==> config.mk <==
export PLATFORM = sky130hd
export DESIGN_NAME = lie_front
export DESIGN_NICKNAME = d
export VERILOG_FILES = /design/src/lie_pkg.sv /design/src/lie_front.sv
export SDC_FILE = /design/constraint.sdc
export NUM_CORES = 1
export LEC_CHECK = 0
export ABC_AREA = 1
export BUFFER_PORTS_ARGS = -buffer_cell sky130_fd_sc_hd__buf_2
export CELL_PAD_IN_SITES_DETAIL_PLACEMENT = 2
export CELL_PAD_IN_SITES_GLOBAL_PLACEMENT = 2
export CORE_MARGIN = 2
export CORE_UTILIZATION = 37
export DETAILED_ROUTE_END_ITERATION = 12
export PLACE_DENSITY_LB_ADDON = 0.1
export SLEW_MARGIN = 20
export SYNTH_ARGS = -nofsm -noshare
export SYNTH_HDL_FRONTEND = slang
export SYNTH_SLANG_ARGS = --single-unit
==> constraint.sdc <==
create_clock -name clk -period 2.85 [get_ports clk]
set_input_delay 0.285 -clock clk [delete_from_list [all_inputs] [get_ports clk]]
set_output_delay 0.285 -clock clk [all_outputs]
set_load 0.05 [all_outputs]
==> src/lie_pkg.sv <==
// Shared types and constants for the Lagrange interpolation evaluator.
// No dependencies.
package lie_pkg;

  localparam int NODES_DEFAULT = 8;
  localparam int IDX_W = 3;
  localparam int QUEUE_DEPTH = 2;

  localparam logic CMD_LOAD = 1'b0;
  localparam logic CMD_EVAL = 1'b1;

  localparam logic [1:0] ST_OK = 2'd0;
  localparam logic [1:0] ST_DUP = 2'd1;
  localparam logic [1:0] ST_SAT = 2'd2;

  localparam logic signed [63:0] P_ONE = 64'sd65536;
  localparam logic signed [63:0] P_LIMIT = 64'sd35184372088831;

  typedef struct packed {
    logic command;
    logic [2:0] node_index;
    logic signed [15:0] x_value;
    logic signed [15:0] y_value;
  } in_word_t;

  typedef struct packed {
    logic signed [31:0] curve_y;
    logic [1:0] status;
  } out_word_t;

  typedef enum logic [3:0] {
    S_IDLE, S_DUP, S_PINIT, S_MUL, S_DIV, S_CLAMP, S_TERM, S_TDIV, S_ACC, S_DONE
  } eval_state_t;

endpackage

==> src/lie_front.sv <==
// Front: accepts input words and queues them for the evaluator.
// Depends on lie_pkg.
module lie_front #(
  parameter int DEPTH = lie_pkg::QUEUE_DEPTH
) (
  input  logic clk,
  input  logic rst,
  input  logic push,
  output logic full,
  input  lie_pkg::in_word_t in_word,
  output logic q_valid,
  input  logic q_take,
  output lie_pkg::in_word_t q_word
);
  localparam int AW = (DEPTH > 1) ? $clog2(DEPTH) : 1;

  lie_pkg::in_word_t mem [DEPTH];
  logic [AW-1:0] wptr;
  logic [AW-1:0] rptr;
  logic [AW:0] count;
  logic do_push;
  logic do_pop;

  assign full = (count == (AW+1)'(DEPTH));
  assign q_valid = (count != '0);
  assign q_word = mem[rptr];
  assign do_push = push && !full;
  assign do_pop = q_take && q_valid;

  always_ff @(posedge clk) begin
    if (do_push) begin
      mem[wptr] <= in_word;
    end
  end

  always_ff @(posedge clk) begin
    if (rst) begin
      wptr <= '0;
      rptr <= '0;
      count <= '0;
    end else begin
      if (do_push) begin
        wptr <= (wptr == AW'(DEPTH - 1)) ? '0 : wptr + 1'b1;
      end
      if (do_pop) begin
        rptr <= (rptr == AW'(DEPTH - 1)) ? '0 : rptr + 1'b1;
      end
      count <= count + (AW+1)'(do_push) - (AW+1)'(do_pop);
    end
  end

`ifndef SYNTHESIS
  a_cnt_bound: assert property (@(posedge clk) disable iff (rst)
    count <= (AW+1)'(DEPTH)) else $error("queue count overflow");
  a_full_nopush: assert property (@(posedge clk) disable iff (rst)
    full && !do_pop |=> count == (AW+1)'(DEPTH)) else $error("full queue changed");
  a_empty_hold: assert property (@(posedge clk) disable iff (rst)
    !q_valid && !push |=> !q_valid) else $error("queue filled without push");
`endif
endmodule

==> flow_summary.ini, run 1 <==
[finish]
multiInputGateArea_um2 = 639
most-common-layout-cells = 77 x buf_2, 72 x edfxtp_1, 30 x mux2_4
stdcell_area_um2 = 3720
final_util = 0.476
diodes = 0
drive_above_1_share = 0.541
fillers = 757
area_growth_pct = 23.8
final-seq-area_um2 = 2260
layout_commonest_cell = buf_2
layout.nets = 280

[global_route]
grt_max_degree = 21
overflow = 0
grt_use_total = 0.146
antenna_found_initial = 0
grt_pass1_wl_um = 9160
grt_pass1_vias = 1805

[critical_path]
cp-end-kind = primary output
start_kind = flop
crit_arrival_ns = 1.90
critical_path_class = reg2out
cp_max_fo = 20
cp.required_ns = 2.57

[timing]
min_period_over_period = 0.767
worstMarginPinSlew_ns = 0.738
tns_ns = 0
max_freq_mhz = 458
setup_violations = 0
slew_violations = 0
maxSlewHeadroom = 0.508
holdWs_ns = 0.112
fin_ws_ns = 0.665
final_hold_viol_count = 0
rsz0062_at_grt = false
fin_crit_ns = 2.18
finClkSkew_ns = 0.00547

[yosys]
seq_area_frac_synth = 0.753
synthCells = 151
syn-cell-area_um2 = 3000
synth.distinct_cells = 12
syn-mean-instance-area_um2 = 19.9
ys_warn_count = 0
synth_seq_cells = 77
yosys.area.top_type = edfxtp_1
ys_top_cells_by_area = edfxtp_1 72%, mux2_4 15%, dfxtp_1 3.3%, mux2_2 2.2%, buf_12 2.0%
synth_nets = 193
synth_top_cell_area_share = 0.720

[clock_tree]
cts.htree.levels = 3
clk_path_buf_depth = 2
cts_buffers = 9
cts_hold_buf = 0
clockRootBuffer = clkbuf_8
clkTransAtPathRegs_ns = 0.07
clock_sinks = 77
clock_latency_ns = 0.34
post_cts_buffers = 0
ctsResizeCount = 0
cts_tree = yes

[placed_design]
port_buffers = 77
placed_area_um2 = 3510
dp_hpwl_um = 4350
dp_slack_ns = 1.01
gp_congestion = 0.657

[routing]
wire_per_inst_um = 17.9
wl_um = 6140
drt_pass1_iterations = 4
vias_per_cell = 4.60
drc = 0
vias = 1582
drt_iter0_markers = 72
ant_nets = 0

[die]
ios = 78
die-height_um = 94.1
core_um2 = 7810
die_area_um2 = 8850
die_x_um = 94.1
start_util = 0.385
rows = 32

[worst_hold_path]
hold_path.class = in2reg

[pwr]
power_leakage_uw = 0.00149
peakVddDrop_v = 0.000449
power-per-cell-area_nw_per_um2 = 1020

[status]
outcome = finished, final reports clean

[job]
drv_cap = 0
## synth_stat cells
cell	count
a21oi_1	2
buf_12	3
buf_6	1
dfxtp_1	5
edfxtp_1	72
ha_1	2
inv_1	10
mux2_2	6
mux2_4	30
nand2_1	8
nand3_1	3
nor2_1	9
## path summary, 6_finish.rpt
kind / startpoint / end / slack, ns / cells after the start
max: flop / q_word[30] / 0.67 / 3
min: rst / count[0]$_SDFF_PP0_ / 0.11 / 2
max reg2reg: count[0]$_SDFF_PP0_ / mem[1][23]$_DFFE_PP_ / 1.06 / 5
min reg2reg: rptr$_SDFFE_PP0P_ / rptr$_SDFFE_PP0P_ / 0.56 / 2
## metal layers
layer	routed length [µm]	GRT usage	up-vias
met4	74	0.0580	0
met5	0	0	-
li1	-	-	734
met2	3490	0.281	56
met3	345	0.0353	7
met1	2230	0.150	785
## flip-flops by register name (all words and copies together), names as in the netlist, named ones only
register and cells:
count 2, mem 72, rptr 1, wptr 1
## power breakdown
part           switching, µW  total [µW]  internal [µW]  leakage [µW]
sequential              96.0        1530           1440      0.000714
combinational            950        1400            449      0.000681
clock                    381         866            484     0.0000998
total                   1430        3800           2370       0.00149
## per-stage QoR
stage / power (µW) / std cells
6_report: 3800 / 344
3_3_place_gp: 2920 / 329
5_1_grt: 3960 / 344
3_5_place_dp: 2980 / 329
4_1_cts: 3860 / 344
2_1_floorplan: 2690 / 151
## logic make-up (layout without fill, tap and decap cells)
kind of cell,Yosys count,count (layout),share of synthesized area
AOI/OAI and AO/OA,2,2,0.00333
adders and majority gates,2,2,0.00833
buffers and inverters,14,105,0.0363
DFF,77,77,0.753
muxes,36,36,0.172
and+or+nand+nor,20,20,0.0262
## area by class of cell
class | instances | area share
timing repair buffer | 80 | 0.120
clock inverter | 5 | 0.0205
sequential | 77 | 0.609
tap | 102 | 0.0343
multi-input combinational | 60 | 0.172
inverter | 10 | 0.0101
clock buffer | 10 | 0.0343
## critical path: stages, from the launching register on
cell and delay, ns:
dfxtp_2 0.70, buf_12 0.27, mux2_2 0.37, buf_2 0.21
Power figures use the tool's default switching activity.
==> inputs of run 2 (changes only) <==
--- a/config.mk
+++ b/config.mk
@@ -10,7 +10,7 @@
 export CELL_PAD_IN_SITES_DETAIL_PLACEMENT = 2
 export CELL_PAD_IN_SITES_GLOBAL_PLACEMENT = 2
 export CORE_MARGIN = 2
-export CORE_UTILIZATION = 37
+export CORE_UTILIZATION = 34
 export DETAILED_ROUTE_END_ITERATION = 12
 export PLACE_DENSITY_LB_ADDON = 0.1
 export SLEW_MARGIN = 20
==> constraint.sdc (replaced) <==
create_clock -name clk -period 1.96 [get_ports clk]
set_input_delay 0.196 -clock clk [delete_from_list [all_inputs] [get_ports clk]]
set_output_delay 0.196 -clock clk [all_outputs]
set_load 0.05 [all_outputs]
==> run 2 against run 1 <==
Effect of this change:
- first-iteration DRC count fell by 49%
- critical path depth rose by 8
- register-to-register slack got worse by 0.91 ns
- count of clock-buffer cells in the layout did not move
- total power rose by 46%
- worst setup slack got worse by 0.51 ns
- combinational power rose by 50%
- final cell count rose by 2.9%
- sequential share of layout area fell by 0.22 points
- worst hold slack got worse by 0.091 ns
- largest power group unchanged
==> flow_summary.ini, run 2 (synthesis gave the netlist of run 1 again) <==
[global_route]
grt_max_degree = 22
antenna_found_initial = 0
overflow = 0
grt_pass1_vias = 1890
grt_pass1_wl_um = 9720
grt_use_total = 0.134

[pwr]
power_leakage_uw = 0.00151
p_int_uw = 3460
swShare = 0.378
p_switching_uw = 2100
p_seq_frac = 0.392
peakVddDrop_v = 0.000671
power-per-cell-area_nw_per_um2 = 1490
combPwrFrac = 0.378
clkPwrFrac = 0.230

[die]
start_util = 0.348
rows = 34
core_um2 = 8640
die-height_um = 98.0
ios = 78
die_area_um2 = 9600
die_x_um = 98.0

[finish]
layout.nets = 283
reg_top3 = mem x72, count x2
largest_register = mem
layout_commonest_cell = buf_2
drive_above_1_share = 0.549
fillers = 847
largest_reg_flops = 72
diodes = 0
area_growth_pct = 24.3
most-common-layout-cells = 77 x buf_2, 72 x edfxtp_1, 30 x mux2_4

[timing]
slew_violations = 0
tns_ns = 0
worstMarginPinSlew_ns = 0.312
fin_ws_ns = 0.154
final_hold_viol_count = 0
fin_crit_ns = 1.81
max_freq_mhz = 554
maxSlewHeadroom = 0.792
finClkSkew_ns = 0.0106
rsz0062_at_grt = false
setup_violations = 0
min_period_over_period = 0.921
holdWs_ns = 0.0208

[worst_hold_path]
hold_path.class = in2reg

[routing]
vias = 1615
wl_um = 6060
drc = 0
wire_per_inst_um = 17.1
drt_iter0_markers = 37
ant_nets = 0
vias_per_cell = 4.56
drt_pass1_iterations = 2

[clock_tree]
ctsResizeCount = 0
cts.htree.levels = 3
clk_path_buf_depth = 2
clock_latency_ns = 0.34
clkTransAtPathRegs_ns = 0.08
cts_tree = yes
cts_buffers = 9
clock_sinks = 77
post_cts_buffers = 0
cts_hold_buf = 0
clockRootBuffer = clkbuf_8

[placed_design]
dp_slack_ns = 0.155
port_buffers = 77
gp_congestion = 0.721
dp_hpwl_um = 4430

[critical_path]
critical_path_class = reg2reg
cp_max_fo = 4
cp-end-kind = flop
crit_arrival_ns = 2.06
start_kind = flop
cp.required_ns = 2.22

[job]
drv_cap = 0

[status]
outcome = finished, final reports clean
run 2: area by class of cell:
| type | instances | area [µm²] | share of cell area |
|---|---|---|---|
| clock buffer | 10 | 128 | 0.0342 |
| multi-input combinational | 60 | 639 | 0.171 |
| inverter | 10 | 37.5 | 0.0101 |
| clock inverter | 6 | 85.1 | 0.0228 |
| timing repair buffer | 83 | 443 | 0.119 |
| tap | 108 | 135 | 0.0362 |
| sequential | 77 | 2260 | 0.607 |
run 2: worst paths after layout:
check,from,endpoint,slack (ns),cells past startpoint
setup reg to reg,count[0]$_SDFF_PP0_,count[1]$_SDFF_PP0_,0.15,11
setup / recovery,count[0]$_SDFF_PP0_,count[1]$_SDFF_PP0_,0.15,11
hold reg to reg,rptr$_SDFFE_PP0P_,rptr$_SDFFE_PP0P_,0.52,2
hold / removal,rst,count[0]$_SDFF_PP0_,0.02,2
run 2: layer usage:
metal,vias to the layer above,wire length [µm],part of all wire,GRT usage
met1,813,2360,0.39,0.146
li1,742,-,-,-
met2,50,3310,0.55,0.239
met5,-,0,0,0
met4,0,104,0.017,0.0630
met3,10,291,0.048,0.0379
run 2: power groups by stage:
stage / logic [µW] / registers, µW / clock network [µW]
floorplan: 1720 / 2180 / 0
global placement: 2050 / 2190 / 0
detailed placement: 2130 / 2220 / 0
CTS: 2140 / 2190 / 1320
global route: 2220 / 2210 / 1390
finish: 2100 / 2180 / 1280
run 2: through the flow:
stage	util	power, µW	area [µm²]	cells
after floorplan	-	3900	3010	151
after global placement	0.407	4230	3520	338
after detailed placement	0.407	4360	3520	338
after CTS	0.432	5650	3730	354
after global routing	0.432	5810	3730	354
final	0.432	5560	3730	354
run 2: critical path, cell delays in order (launching register included):
cell,delay [ns]
dfxtp_1,0.39
inv_1,0.09
nand2_1,0.15
nand2_1,0.13
ha_1,0.31
inv_1,0.04
ha_1,0.19
inv_1,0.06
nand2_1,0.06
nand3_1,0.09
nand2_1,0.07
nor2_1,0.14
==> inputs of run 3 (changes only) <==
==> constraint.sdc (replaced) <==
create_clock -name clk -period 1.96 [get_ports clk]
set_input_delay 0.392 -clock clk [delete_from_list [all_inputs] [get_ports clk]]
set_output_delay 0.392 -clock clk [all_outputs]
set_load 0.05 [all_outputs]
==> run 3 against run 2 <==
Effect of this change:
- global-route usage decreased by 0.59 points
- maximum frequency decreased by 4.6%
- sequential cell count stayed put
- clock power is essentially flat
- critical path depth is 8 lower
- die area unchanged
- sequential power is essentially flat
- non-clock buffer count fell by 2
- sequential share of layout area decreased by 0.22 points
- via count down 2.1%
- largest cell class unchanged
- final cell count shrank 0.56%
- first-iteration DRC count decreased by 16%
==> flow_summary.ini, run 3 (synthesis gave the netlist of run 1 again) <==
[routing]
ant_nets = 0
vias_per_cell = 4.49
wire_per_inst_um = 16.2
drt_pass1_iterations = 3
vias = 1581
drc = 0
wl_um = 5710
drt_iter0_markers = 31

[pwr]
peakVddDrop_v = 0.000654
totalPowerFinal_uw = 5540
power_leakage_uw = 0.00151
power-per-cell-area_nw_per_um2 = 1480

[status]
outcome = finished, final reports clean

[finish]
final_util = 0.434
largest_reg_flops = 72
layout_commonest_cell = buf_2
fillers = 847
reg_top3 = mem x72, count x2
layout.nets = 281
diodes = 0
area_growth_pct = 24.7
most-common-layout-cells = 77 x buf_2, 72 x edfxtp_1, 30 x mux2_4
largest_register = mem
drive_above_1_share = 0.545

[placed_design]
port_buffers = 77
gp_congestion = 0.665
dp_hpwl_um = 4020

[timing]
maxSlewHeadroom = 0.821
finClkSkew_ns = 0.00961
rsz0062_at_grt = false
min_period_over_period = 0.966
tns_ns = 0
setup_violations = 0
slew_violations = 0
fin_crit_ns = 1.89
holdWs_ns = 0.218
worstMarginPinSlew_ns = 0.270
max_freq_mhz = 528
final_hold_viol_count = 0

[critical_path]
timing.rr.start = count[0]$_SDFF_PP0_
worstRegToRegCells = 10
cp.required_ns = 1.57
critical_path_class = reg2out
cp_max_fo = 15
crit_arrival_ns = 1.50
start_kind = flop
cp-end-kind = primary output
r2r_slack_ns = 0.30
r2r_end = count[1]$_SDFF_PP0_

[job]
drv_cap = 0

[worst_hold_path]
holdPathEnd = count[0]$_SDFF_PP0_
hp-start = rst
hold_path.class = in2reg
hold_depth = 2

[die]
ios = 78
rows = 34
core_um2 = 8640
start_util = 0.348
die_x_um = 98.0
die_area_um2 = 9600
die-height_um = 98.0

[global_route]
grt_use_total = 0.128
overflow = 0
grt_pass1_vias = 1801
grt_pass1_wl_um = 9210
antenna_found_initial = 0
grt_max_degree = 37

[clock_tree]
clockRootBuffer = clkbuf_8
clock_sinks = 77
clock_latency_ns = 0.35
clkTransAtPathRegs_ns = 0.07
cts_hold_buf = 0
cts_buffers = 9
cts.htree.levels = 3
cts_tree = yes
clk_path_buf_depth = 2
[run 3: cell count changes in the layout (fill, tap and decap cells not counted), sizes merged]
cell | before | now
buf | 83 | 81
[run 3: critical path: stages (launching register included)]
cell	delay, ns
dfxtp_2	0.36
buf_6	0.22
mux2_2	0.37
buf_2	0.21
[run 3: worst max-delay path by stage]
stage | slack [ns] | end | from | depth (start not counted)
3_5_place_dp | 0.28 | count[1]$_SDFF_PP0_ | count[0]$_SDFF_PP0_ | 10
3_3_place_gp | 0.39 | q_word[31] | flop | 3
5_1_grt | 0.009 | q_word[24] | flop | 3
2_1_floorplan | 0.04 | mem[0][0]$_DFFE_PP_ | count[0]$_SDFF_PP0_ | 4
6_report | 0.07 | q_word[23] | flop | 3
4_1_cts | 0.04 | q_word[30] | flop | 3
[run 3: metal layers]
metal | track usage | wire (µm)
met5 | 0 | 0
met4 | 0.0673 | 121
met3 | 0.0293 | 266
met2 | 0.241 | 3230
met1 | 0.130 | 2090
[run 3: layout make-up]
type,count,area (µm²),area share
Clock inverter,6,85.1,0.0227
Clock buffer,10,128,0.0341
Inverter,10,37.5,0.0100
Timing Repair Buffer,81,457,0.122
Tap cell,108,135,0.0361
Multi-Input combinational cell,60,639,0.171
Sequential cell,77,2260,0.604
[run 3: power breakdown]
group / internal [µW] / switching (µW)
registers: 2090 / 82.9
clock network: 716 / 568
logic: 663 / 1420
[run 3: through the flow]
step                setup slack [ns]  instance area [µm²]  std cells
global placement               0.386                 3530        336
finish                        0.0667                 3740        352
detailed placement             0.280                 3530        336
floorplan                     0.0447                 3010        151
CTS                           0.0371                 3740        352
global route                 0.00906                 3740        352
[run 3: repair_timing]
item	4_1_cts	5_1_grt
setup endpoints to repair	5	0
endpoints found under the hold margin	0	0
buffers inserted	0	0
gates resized for setup	1	0
